<file path="config.mk">
export PLATFORM = sky130hd
export DESIGN_NAME = line_pixel_generator
export DESIGN_NICKNAME = d
export VERILOG_FILES = /design/src/rtl/lpg_pkg.sv /design/src/rtl/line_pixel_generator.sv /design/src/rtl/lpg_line_setup.sv
export SDC_FILE = /design/constraint.sdc
export NUM_CORES = 1
export LEC_CHECK = 0
export ABC_AREA = 1
export BUFFER_PORTS_ARGS = -buffer_cell sky130_fd_sc_hd__buf_4
export CAP_MARGIN = 20
export CORE_ASPECT_RATIO = 0.6
export CORE_MARGIN = 2
export CORE_UTILIZATION = 32
export CTS_CLUSTER_SIZE = 30
export DETAILED_ROUTE_END_ITERATION = 7
export GPL_TIMING_DRIVEN = 0
export PLACE_DENSITY = 0.56
export SETUP_SLACK_MARGIN = 0.2
export SYNTH_ARGS = -nofsm -noshare
export SYNTH_HDL_FRONTEND = slang
export SYNTH_SLANG_ARGS = --single-unit
</file>
<file path="constraint.sdc">
create_clock -name clk -period 6.8 [get_ports clk]
set_clock_uncertainty 0.15 [all_clocks]
set_input_delay 0.34 -clock clk [delete_from_list [all_inputs] [get_ports clk]]
set_output_delay 0.34 -clock clk [all_outputs]
set_load 0.005 [all_outputs]
</file>
<file path="src/rtl/lpg_pkg.sv">
`timescale 1ns / 1ps

package lpg_pkg;

  // Coordinate and payload widths.
  localparam int COORD_W = 10;
  localparam int ERR_W   = COORD_W + 2;
  localparam int COLOR_W = 16;

  // Stream payload widths, padded to whole bytes.
  localparam int IN_FIELDS_W  = 4 * COORD_W + COLOR_W;
  localparam int IN_TDATA_W   = ((IN_FIELDS_W + 7) / 8) * 8;
  localparam int OUT_FIELDS_W = 2 * COORD_W + COLOR_W;
  localparam int OUT_TDATA_W  = ((OUT_FIELDS_W + 7) / 8) * 8;

  // Configuration register map.
  localparam int CFG_ADDR_W = 2;
  localparam logic [CFG_ADDR_W-1:0] REG_SCREEN_WIDTH  = 2'd0;
  localparam logic [CFG_ADDR_W-1:0] REG_SCREEN_HEIGHT = 2'd1;

  localparam logic [COORD_W-1:0] SCREEN_WIDTH_RST  = COORD_W'(320);
  localparam logic [COORD_W-1:0] SCREEN_HEIGHT_RST = COORD_W'(240);

  // Request kinds carried in tuser.
  localparam logic REQ_START = 1'b0;
  localparam logic REQ_STEP  = 1'b1;

  // Line state prepared from a start request.
  typedef struct packed {
    logic               steep;
    logic [COORD_W-1:0] major_pos;
    logic [COORD_W-1:0] major_end;
    logic [COORD_W-1:0] minor_pos;
    logic               minor_dir_down;
    logic [COORD_W-1:0] delta_major;
    logic [COORD_W-1:0] delta_minor;
    logic [ERR_W-1:0]   error_term;
  } line_setup_t;

endpackage

</file>
<file path="src/rtl/line_pixel_generator.sv">
`timescale 1ns / 1ps

// Channel   Dir  tdata (low bit up)                        tuser / tlast
// s_axis    in   start_x, start_y, end_x, end_y, line_color  tuser: req_type
// m_axis    out  pixel_x, pixel_y, pixel_color              tuser: visible, tlast: last_pixel
// cfg       in   cfg_addr 0 = screen_width, 1 = screen_height
//
// A request is taken when s_axis_tready is high; a step produces its pixel in the
// output register on the following cycle, one pixel per clock while m_axis_tready is high.
// The error update is one subtract plus one add on the line state registers.
// Reset (synchronous, rst high) idles the line and sets the screen to 320 x 240.
// Input is accepted while the output register is empty or being drained.
module line_pixel_generator (
  input  logic                             clk,
  input  logic                             rst,

  input  logic                             s_axis_tvalid,
  output logic                             s_axis_tready,
  // start_x, start_y, end_x, end_y, line_color
  input  logic [lpg_pkg::IN_TDATA_W-1:0]   s_axis_tdata,
  // req_type
  input  logic [0:0]                       s_axis_tuser,

  output logic                             m_axis_tvalid,
  input  logic                             m_axis_tready,
  // pixel_x, pixel_y, pixel_color, zero pad
  output logic [lpg_pkg::OUT_TDATA_W-1:0]  m_axis_tdata,
  // visible
  output logic [0:0]                       m_axis_tuser,
  output logic                             m_axis_tlast,

  input  logic                             cfg_we,
  input  logic [lpg_pkg::CFG_ADDR_W-1:0]   cfg_addr,
  input  logic [lpg_pkg::COORD_W-1:0]      cfg_wdata
);

  localparam int CW = lpg_pkg::COORD_W;
  localparam int EW = lpg_pkg::ERR_W;

  // Screen size registers.
  logic [CW-1:0] screen_width;
  logic [CW-1:0] screen_height;

  // Line state.
  logic                        active;
  logic                        steep_flag;
  logic [CW-1:0]               major_pos;
  logic [CW-1:0]               major_end;
  logic [CW-1:0]               minor_pos;
  logic                        minor_dir_down;
  logic [CW-1:0]               delta_major;
  logic [CW-1:0]               delta_minor;
  logic [EW-1:0]               error_term;
  logic [lpg_pkg::COLOR_W-1:0] held_color;

  // Output register.
  logic [CW-1:0]               pixel_x;
  logic [CW-1:0]               pixel_y;
  logic [lpg_pkg::COLOR_W-1:0] pixel_color;
  logic                        visible;
  logic                        last_pixel;

  logic                 in_fire;
  logic                 start_fire;
  logic                 step_fire;
  lpg_pkg::line_setup_t setup;
  logic [CW-1:0]        px;
  logic [CW-1:0]        py;
  logic                 at_end;
  logic [EW:0]          err_sub;
  logic [EW:0]          err_adj;
  logic [CW-1:0]        minor_pos_next;

  assign s_axis_tready = !m_axis_tvalid || m_axis_tready;
  assign in_fire       = s_axis_tvalid && s_axis_tready;
  assign start_fire    = in_fire && (s_axis_tuser[0] == lpg_pkg::REQ_START);
  assign step_fire     = in_fire && (s_axis_tuser[0] == lpg_pkg::REQ_STEP) && active;

  lpg_line_setup u_setup (
    .start_x (s_axis_tdata[0*CW +: CW]),
    .start_y (s_axis_tdata[1*CW +: CW]),
    .end_x   (s_axis_tdata[2*CW +: CW]),
    .end_y   (s_axis_tdata[3*CW +: CW]),
    .setup   (setup)
  );

  // Current pixel with the axes put back.
  assign px     = steep_flag ? minor_pos : major_pos;
  assign py     = steep_flag ? major_pos : minor_pos;
  assign at_end = major_pos == major_end;

  // Error update, one bit wider so the sign test is exact.
  assign err_sub = {error_term[EW-1], error_term} - {(EW + 1 - CW)'(0), delta_minor};
  assign err_adj = err_sub[EW] ? err_sub + {(EW + 1 - CW)'(0), delta_major} : err_sub;
  assign minor_pos_next = !err_sub[EW] ? minor_pos :
                          (minor_dir_down ? minor_pos - CW'(1) : minor_pos + CW'(1));

  // Configuration writes.
  always_ff @(posedge clk) begin
    if (rst) begin
      screen_width  <= lpg_pkg::SCREEN_WIDTH_RST;
      screen_height <= lpg_pkg::SCREEN_HEIGHT_RST;
    end else if (cfg_we) begin
      case (cfg_addr)
        lpg_pkg::REG_SCREEN_WIDTH:  screen_width  <= cfg_wdata;
        lpg_pkg::REG_SCREEN_HEIGHT: screen_height <= cfg_wdata;
        default: ;
      endcase
    end
  end

  // Line state: loaded on start, advanced on each step.
  always_ff @(posedge clk) begin
    if (rst) begin
      active <= 1'b0;
    end else if (start_fire) begin
      active <= 1'b1;
    end else if (step_fire && at_end) begin
      active <= 1'b0;
    end
  end

  always_ff @(posedge clk) begin
    if (start_fire) begin
      steep_flag     <= setup.steep;
      major_pos      <= setup.major_pos;
      major_end      <= setup.major_end;
      minor_pos      <= setup.minor_pos;
      minor_dir_down <= setup.minor_dir_down;
      delta_major    <= setup.delta_major;
      delta_minor    <= setup.delta_minor;
      error_term     <= setup.error_term;
      held_color     <= s_axis_tdata[4*CW +: lpg_pkg::COLOR_W];
    end else if (step_fire) begin
      major_pos  <= major_pos + CW'(1);
      minor_pos  <= minor_pos_next;
      error_term <= err_adj[EW-1:0];
    end
  end

  // Output register: filled by a step, emptied by a transfer.
  always_ff @(posedge clk) begin
    if (rst) begin
      m_axis_tvalid <= 1'b0;
    end else if (step_fire) begin
      m_axis_tvalid <= 1'b1;
    end else if (m_axis_tready) begin
      m_axis_tvalid <= 1'b0;
    end
  end

  always_ff @(posedge clk) begin
    if (step_fire) begin
      pixel_x     <= px;
      pixel_y     <= py;
      pixel_color <= held_color;
      visible     <= (px < screen_width) && (py < screen_height);
      last_pixel  <= at_end;
    end
  end

  assign m_axis_tdata = {(lpg_pkg::OUT_TDATA_W - lpg_pkg::OUT_FIELDS_W)'(0),
                         pixel_color, pixel_y, pixel_x};
  assign m_axis_tuser = visible;
  assign m_axis_tlast = last_pixel;

`ifndef ASSERT_OFF
  // A step on the end pixel closes the line.
  a_end_idles: assert property (@(posedge clk) disable iff (rst)
    (step_fire && at_end && !start_fire) |=> !active)
    else $error("line still active after its last pixel");

  // A start request always opens a line.
  a_start_opens: assert property (@(posedge clk) disable iff (rst)
    start_fire |=> active)
    else $error("start request did not activate the line");

  // The error term never goes negative while a line runs.
  a_err_nonneg: assert property (@(posedge clk) disable iff (rst)
    active |-> !error_term[EW-1])
    else $error("error term negative during a line");

  // The minor delta never exceeds the major delta.
  a_delta_order: assert property (@(posedge clk) disable iff (rst)
    active |-> (delta_minor <= delta_major))
    else $error("minor delta exceeds major delta");

  // A new pixel appears only after an accepted step.
  a_pixel_source: assert property (@(posedge clk) disable iff (rst)
    $rose(m_axis_tvalid) |-> $past(step_fire))
    else $error("pixel produced without a step");
`endif

endmodule

</file>
<file path="src/rtl/lpg_line_setup.sv">
`timescale 1ns / 1ps

// Turns two endpoints into the per-line state: picks the major axis,
// orders the endpoints along it and seeds the error term.
module lpg_line_setup (
  input  logic [lpg_pkg::COORD_W-1:0] start_x,
  input  logic [lpg_pkg::COORD_W-1:0] start_y,
  input  logic [lpg_pkg::COORD_W-1:0] end_x,
  input  logic [lpg_pkg::COORD_W-1:0] end_y,
  output lpg_pkg::line_setup_t        setup
);

  logic [lpg_pkg::COORD_W-1:0] dx;
  logic [lpg_pkg::COORD_W-1:0] dy;
  logic                        steep;
  logic [lpg_pkg::COORD_W-1:0] a1;
  logic [lpg_pkg::COORD_W-1:0] b1;
  logic [lpg_pkg::COORD_W-1:0] a2;
  logic [lpg_pkg::COORD_W-1:0] b2;
  logic                        swap_ends;
  logic [lpg_pkg::COORD_W-1:0] lo_a;
  logic [lpg_pkg::COORD_W-1:0] lo_b;
  logic [lpg_pkg::COORD_W-1:0] hi_a;
  logic [lpg_pkg::COORD_W-1:0] hi_b;

  // Absolute distances along each axis.
  assign dx = (start_x > end_x) ? start_x - end_x : end_x - start_x;
  assign dy = (start_y > end_y) ? start_y - end_y : end_y - start_y;

  // A steep line runs along y, so the axes are exchanged.
  assign steep = dy > dx;
  assign a1    = steep ? start_y : start_x;
  assign b1    = steep ? start_x : start_y;
  assign a2    = steep ? end_y   : end_x;
  assign b2    = steep ? end_x   : end_y;

  // Order the endpoints so the major coordinate rises.
  assign swap_ends = a1 > a2;
  assign lo_a      = swap_ends ? a2 : a1;
  assign lo_b      = swap_ends ? b2 : b1;
  assign hi_a      = swap_ends ? a1 : a2;
  assign hi_b      = swap_ends ? b1 : b2;

  always_comb begin
    setup.steep          = steep;
    setup.major_pos      = lo_a;
    setup.major_end      = hi_a;
    setup.minor_pos      = lo_b;
    setup.minor_dir_down = !(lo_b < hi_b);
    setup.delta_major    = hi_a - lo_a;
    setup.delta_minor    = steep ? dx : dy;
    // Error term starts at half the major delta, rounded down.
    setup.error_term     = {2'b00, 1'b0, setup.delta_major[lpg_pkg::COORD_W-1:1]};
  end

endmodule
</file>
; ---- Yosys cells after proc, flatten, opt, wreduce, memory -nomap -nowiden
; Index checks and enable logic that the tools add are counted.
[totals]
reg_bits = 140
in_bits = 74
out_inout_bits = 44
wordCells = 82
[classes]
addsub = 10
n_lt_le_gt_ge = 7
eq_ne = 2
muxes = 26
bitwise = 1
n_reduce_logical = 17
[op_table]
columns = cell, count
row1 = 10-bit 2-to-1 mux, 19
row2 = 10-bit subtractor, 5
row3 = 10-bit > comparator, 4
row4 = 10-bit less-than comparator, 3
row5 = "10-bit by 1-bit adder with 10-bit output, second input constant", 2
row6 = 9-bit 2-to-1 mux, 2
row7 = 12-bit by 11-bit subtractor with 13-bit output, 1
row8 = 12-bit by 10-bit adder with 12-bit output, 1
row9 = 12-bit 2-to-1 mux, 1
row10 = 10-bit == test, 1
row11 = "10-bit by 1-bit subtractor with 10-bit output, second input constant", 1
row12 = 2-bit nonzero test, 4
row13 = 1-bit logical AND, 6
row14 = 2-bit AND reduction, 3
row15 = 1-bit 2-to-1 mux, 4
row16 = "2-bit by 1-bit == test with 1-bit output, second input constant", 1
row17 = 1-bit logical NOT, 2
row18 = 2-bit logical NOT, 1
row19 = 1-bit logical OR, 1
row20 = 1-bit NOT, 1

; ---- Logic depth before layout (Yosys ltp)
[depth]
depth_word = 8
depth_mapped = 48
ltp_nobuf = 46

; ---- By module
; From an unflattened synthesis, not the netlist that was laid out.
[unflattened]
cells_unflattened = 1430
hier_area_um2 = 11312.1
[modules_own_cells]
columns = mod, n_inst, cells_per_inst, area_per_inst_um2, seq_area_each_um2
row1 = line_pixel_generator, 1, 742, 7317.0, 3983.8
row2 = lpg_line_setup, 1, 688, 3995.1, 0.0

; ---- Worst setup path after synthesis
; OpenSTA, ideal clock, no wires.
[synth_timing]
kind = input-to-reg
from = input port s_axis_tdata[0] (netlist bit)
to = register minor_dir_down, data pin
setup_ps = 271
t_arrival_ps = 6891
required_time_ps = 6379
setup_slack_ps = -512
path_stages = 42
path_buffers = 8
path_cell_list = inv_1 > ha_1 > inv_1 > fa_1 > a221oi_1 > nor3_1 > a211oi_1 > o21ai_0 > nand2_1 > inv_1 > o21ai_0 > o221ai_1 > xnor2_1 > ha_1 > nand2_1 > nand2_1 > a21oi_2 > nand3_4 > (+6 left out) > nand2_1 > o21ai_0 > ha_1 > nand2_1 > nor2_1 > a211oi_1 > nand3_2 > nand2_4 > buf_6 > buf_2 > buf_2 > nand2_1 > o21ai_0 > ha_1 > a21oi_1 > o21ai_0 > a221oi_1 > o221ai_1
[synth_rtl]
columns = element, line
row1 = from (decl), line_pixel_generator.sv:20  ; input logic [lpg_pkg::IN_TDATA_W-1:0] s_axis_tdata,
row2 = to (signal assigned), line_pixel_generator.sv:129  ; minor_dir_down <= setup.minor_dir_down;
row3 = to (decl), line_pixel_generator.sv:50  ; logic minor_dir_down;

==> metrics.log <==
[metrics] commonest non-fill, non-tap cells in the layout: nand2_1 (259), inv_1 (170), buf_4 (167), o21ai_0 (127), edfxtp_1 (115)
[metrics] final worst-path cycle share: 0.972
[metrics] top cell type's share of synthesized area: 0.328
[metrics] WS Path Type: in -> reg
[metrics] clock sink count: 140
[metrics] largest registers: held_color: 16 flops, pixel_color: 16 flops, error_term: 12 flops
[metrics] iteration-0 DRC count of the detailed router: 689
[metrics] Routability Congestion: 0.969
[metrics] global-route wire length before repair: 49900 um
[metrics] slew of the pin with the lowest slew margin: 0.981 ns
[metrics] average instance area after synthesis: 8.31 um2
[metrics] DIE HEIGHT: 144 um
[metrics] endpoint kind of the worst setup timing path: flip-flop
[metrics] worst hold endpoint: screen_width[9]
[metrics] remaining design rule violation count: 0
[metrics] I/O Buffers: 113
[metrics] starting density of the core: 0.324
[metrics] number of hold violations in the final report: 0
[metrics] final global-route overflow total: 0
[metrics] power share of the clock group: 0.119
[metrics] final wirelength: 33400 um
[metrics] Final nets: 1681
[metrics] capture point of the worst reg-to-reg path: minor_pos[6]
[metrics] count of mapped cells out of synthesis: 1265
[metrics] combinational share of power: 0.706
[metrics] count of TritonRoute iterations in the first routing pass: 5
[metrics] HPWL after detailed placement: 26000 um
[metrics] MaxCap Viol Count: 0
[metrics] Hold Path Class: in -> reg
[metrics] required time at the worst-slack endpoint: 6.82 ns
[metrics] net switching power figure: 3.73 mW
[metrics] share of synthesized flip-flops with an asynchronous set or reset: 0
[metrics] total setup violations reported at the end of the flow: 0
[metrics] via count: 9500
[metrics] pwr dens: 558 nW/um2
[metrics] master of the slowest instance on the critical path: fa_2
[metrics] largest net degree at the start of global routing: 42
[metrics] Startpoint Class: input pin
[metrics] normalized max-slew margin: 0.344
[metrics] number of max-slew violations in the final report: 0
[metrics] fill cell instance count of the final layout: 3170
[metrics] Placement Cell Area: 12100 um2
[metrics] largest area contributor in the netlist: edfxtp_1
[metrics] average wire per cell in the routed design: 17.3 um
[metrics] vias in the first global route: 8876
[metrics] commonest register cell after synthesis: edfxtp_1
[metrics] count of synthesis-stage warnings from yosys: 0
[metrics] proportion of layout cells with a drive suffix above 1: 0.238
[metrics] cell count of the worst hold path: 3
[metrics] FF+latch count, synth: 140
[metrics] Top-Level Pins: 118
[metrics] maximum fanout along the worst path: 8
[metrics] worst reg2reg setup slack: 2.89 ns
[metrics] EDFF count, synth: 115
[metrics] drt via density: 4.94
[metrics] TritonCTS clock tree: done
[metrics] startpoint of the worst hold path: cfg_wdata[9]
[metrics] maximum resistive drop on vdd: 0.000282 V
[metrics] sequential power share: 0.175
[metrics] buffer type at the clock tree root: clkbuf_16
[metrics] width of the die: 238 um
[metrics] aggregate negative setup slack: 0 ns
[metrics] most frequent standard cell in the layout excluding fill and tap cells: nand2_1
[metrics] FMAX: 0.151 GHz
[metrics] count of placed standard cells in the final layout, fillers left out: 1925
[metrics] Critical R2R Launch: error_term[0]
[metrics] CP arrival: 6.63 ns
[metrics] Placed Cells: 1809
[metrics] GRT Resource Usage Total: 0.193
[metrics] initial antenna violation count: 0
[metrics] Switching Share: 0.473
[metrics] count of distinct cell types in the synthesized netlist: 54
[metrics] clock slew at the register clock pins of the worst setup and hold paths: 0.06 ns
[metrics] unrepaired setup endpoints after global routing: yes
[metrics] post-route cell area: 14100 um2
[metrics] Seq/Total Area, Yosys: 0.376
[metrics] Antenna Nets Post-Route: 0
[metrics] Die Footprint: 34400 um2
[metrics] Min Clock Period, post-route: 6.61 ns
[metrics] Clk Latency, worst-skew pair: 0.43 ns
[metrics] count of standard-cell rows: 51
[metrics] total clock buffers created by CTS: 17
[metrics] status: completed
[metrics] Hold Slack: 0.0617 ns
[metrics] area of the placeable core: 32400 um2
[metrics] Post-Syn Area: 10500 um2
[metrics] CTS Buffer Depth: 2
[metrics] Layout area overhead: 34.5%
[metrics] top area cells in the synthesized netlist: edfxtp_1 (33%), ha_1 (13%), nand2_1 (9.7%), o21ai_0 (7.5%), inv_1 (6.4%)
[metrics] delay of the slowest critical-path stage: 0.42 ns
[metrics] H-tree lvl count: 4
[metrics] Internal Dissipation: 4.16 mW
[metrics] leakage power of the design: 6.32 nW
[metrics] Worst Reg-to-Reg Cells: 17
[routing by layer]
layer	vias up	GRT usage	part of all wire
li1	4734	-	-
met1	4457	0.294	0.52
met5	-	0	0
met4	0	0.0316	0.0066
met2	290	0.274	0.41
met3	19	0.0475	0.065
[worst max-delay path, delay by kind of cell]
family	cells	cell delay [ns]
AO/OA/AOI/OAI	12	2.02
buffers and inverters	14	1.60
adder cells (fa/ha/maj)	5	1.42
AND/OR/NAND/NOR	11	1.08
XOR/XNOR	1	0.16
[metrics by stage]
stage	total power, mW	worst slack [ns]	util
6_report	7.90	0.187	0.436
5_1_grt	8.60	-0.0569	0.436
4_1_cts	7.22	0.203	0.415
3_5_place_dp	5.94	-1.34	0.374
3_3_place_gp	5.87	-1.30	0.372
2_1_floorplan	4.75	0.203	-
[synth_stat cells (5+ instances only)]
| library cell | instances |
|---|---|
| inv_1 | 178 |
| nand2_1 | 273 |
| nand3_2 | 5 |
| edfxtp_1 | 115 |
| ha_1 | 113 |
| dfxtp_1 | 25 |
| nand2_2 | 11 |
| o21ai_1 | 7 |
| xnor2_1 | 17 |
| o21a_1 | 10 |
| clkbuf_1 | 23 |
| o221ai_1 | 5 |
| buf_2 | 6 |
| a211oi_1 | 6 |
| fa_1 | 7 |
| nor3_1 | 9 |
| nand3_1 | 42 |
| o211ai_1 | 15 |
| xor2_1 | 35 |
| a21oi_1 | 84 |
| nor2_1 | 46 |
| mux2i_1 | 7 |
| o21ai_0 | 157 |
| nand2_4 | 5 |
[worst max-delay path by stage]
stage | startpoint | endpoint | cells after the start
floorplan | s_axis_tdata[10] | minor_dir_down | 43
global placement | s_axis_tdata[0] | minor_dir_down | 43
detailed placement | s_axis_tdata[0] | minor_dir_down | 43
CTS | s_axis_tdata[0] | delta_major[8] | 45
global route | s_axis_tdata[0] | minor_dir_down | 45
finish | s_axis_tdata[0] | minor_dir_down | 43
[power by group through the flow]
| stage | clock (mW) | sequential (mW) | combinational, mW |
|---|---|---|---|
| 5_1_grt | 1.00 | 1.40 | 6.20 |
| 2_1_floorplan | 0 | 1.36 | 3.40 |
| 3_3_place_gp | 0 | 1.40 | 4.47 |
| 4_1_cts | 0.960 | 1.38 | 4.87 |
| 3_5_place_dp | 0 | 1.40 | 4.54 |
| 6_report | 0.939 | 1.38 | 5.57 |
[timing repair]
action / in CTS / in global routing
endpoints found under the setup margin: 32 / 19
cloned: 0 / 4
endpoints found under the hold margin: 26 / 0
hold buffers: 23 / 0
setup buffers: 24 / 32
resized for setup: 64 / 88
pin swaps: 32 / 56
[final cells by class]
cell class,instances,area [um2],share of cell area
diodes,1,2.50,0.000177
plain buffers,37,295,0.0209
clock buffers,22,474,0.0335
clock inverters,10,116,0.00823
inverters,180,688,0.0486
multi-input cells,911,6410,0.453
flip-flops and latches,140,3950,0.279
well taps,424,531,0.0375
repair buffers,200,1680,0.119
[cells by family after synthesis]
logic type	Yosys count	share of synthesized area
AOI/OAI and AO/OA	315	0.168
xor gates and xnor gates	54	0.0464
adders and majority gates	120	0.148
buffers and inverters	217	0.0825
DFF	140	0.376
muxes	7	0.00666
other	1	0.000357
and+or+nand+nor	411	0.172
Power figures use the tool's default switching activity.
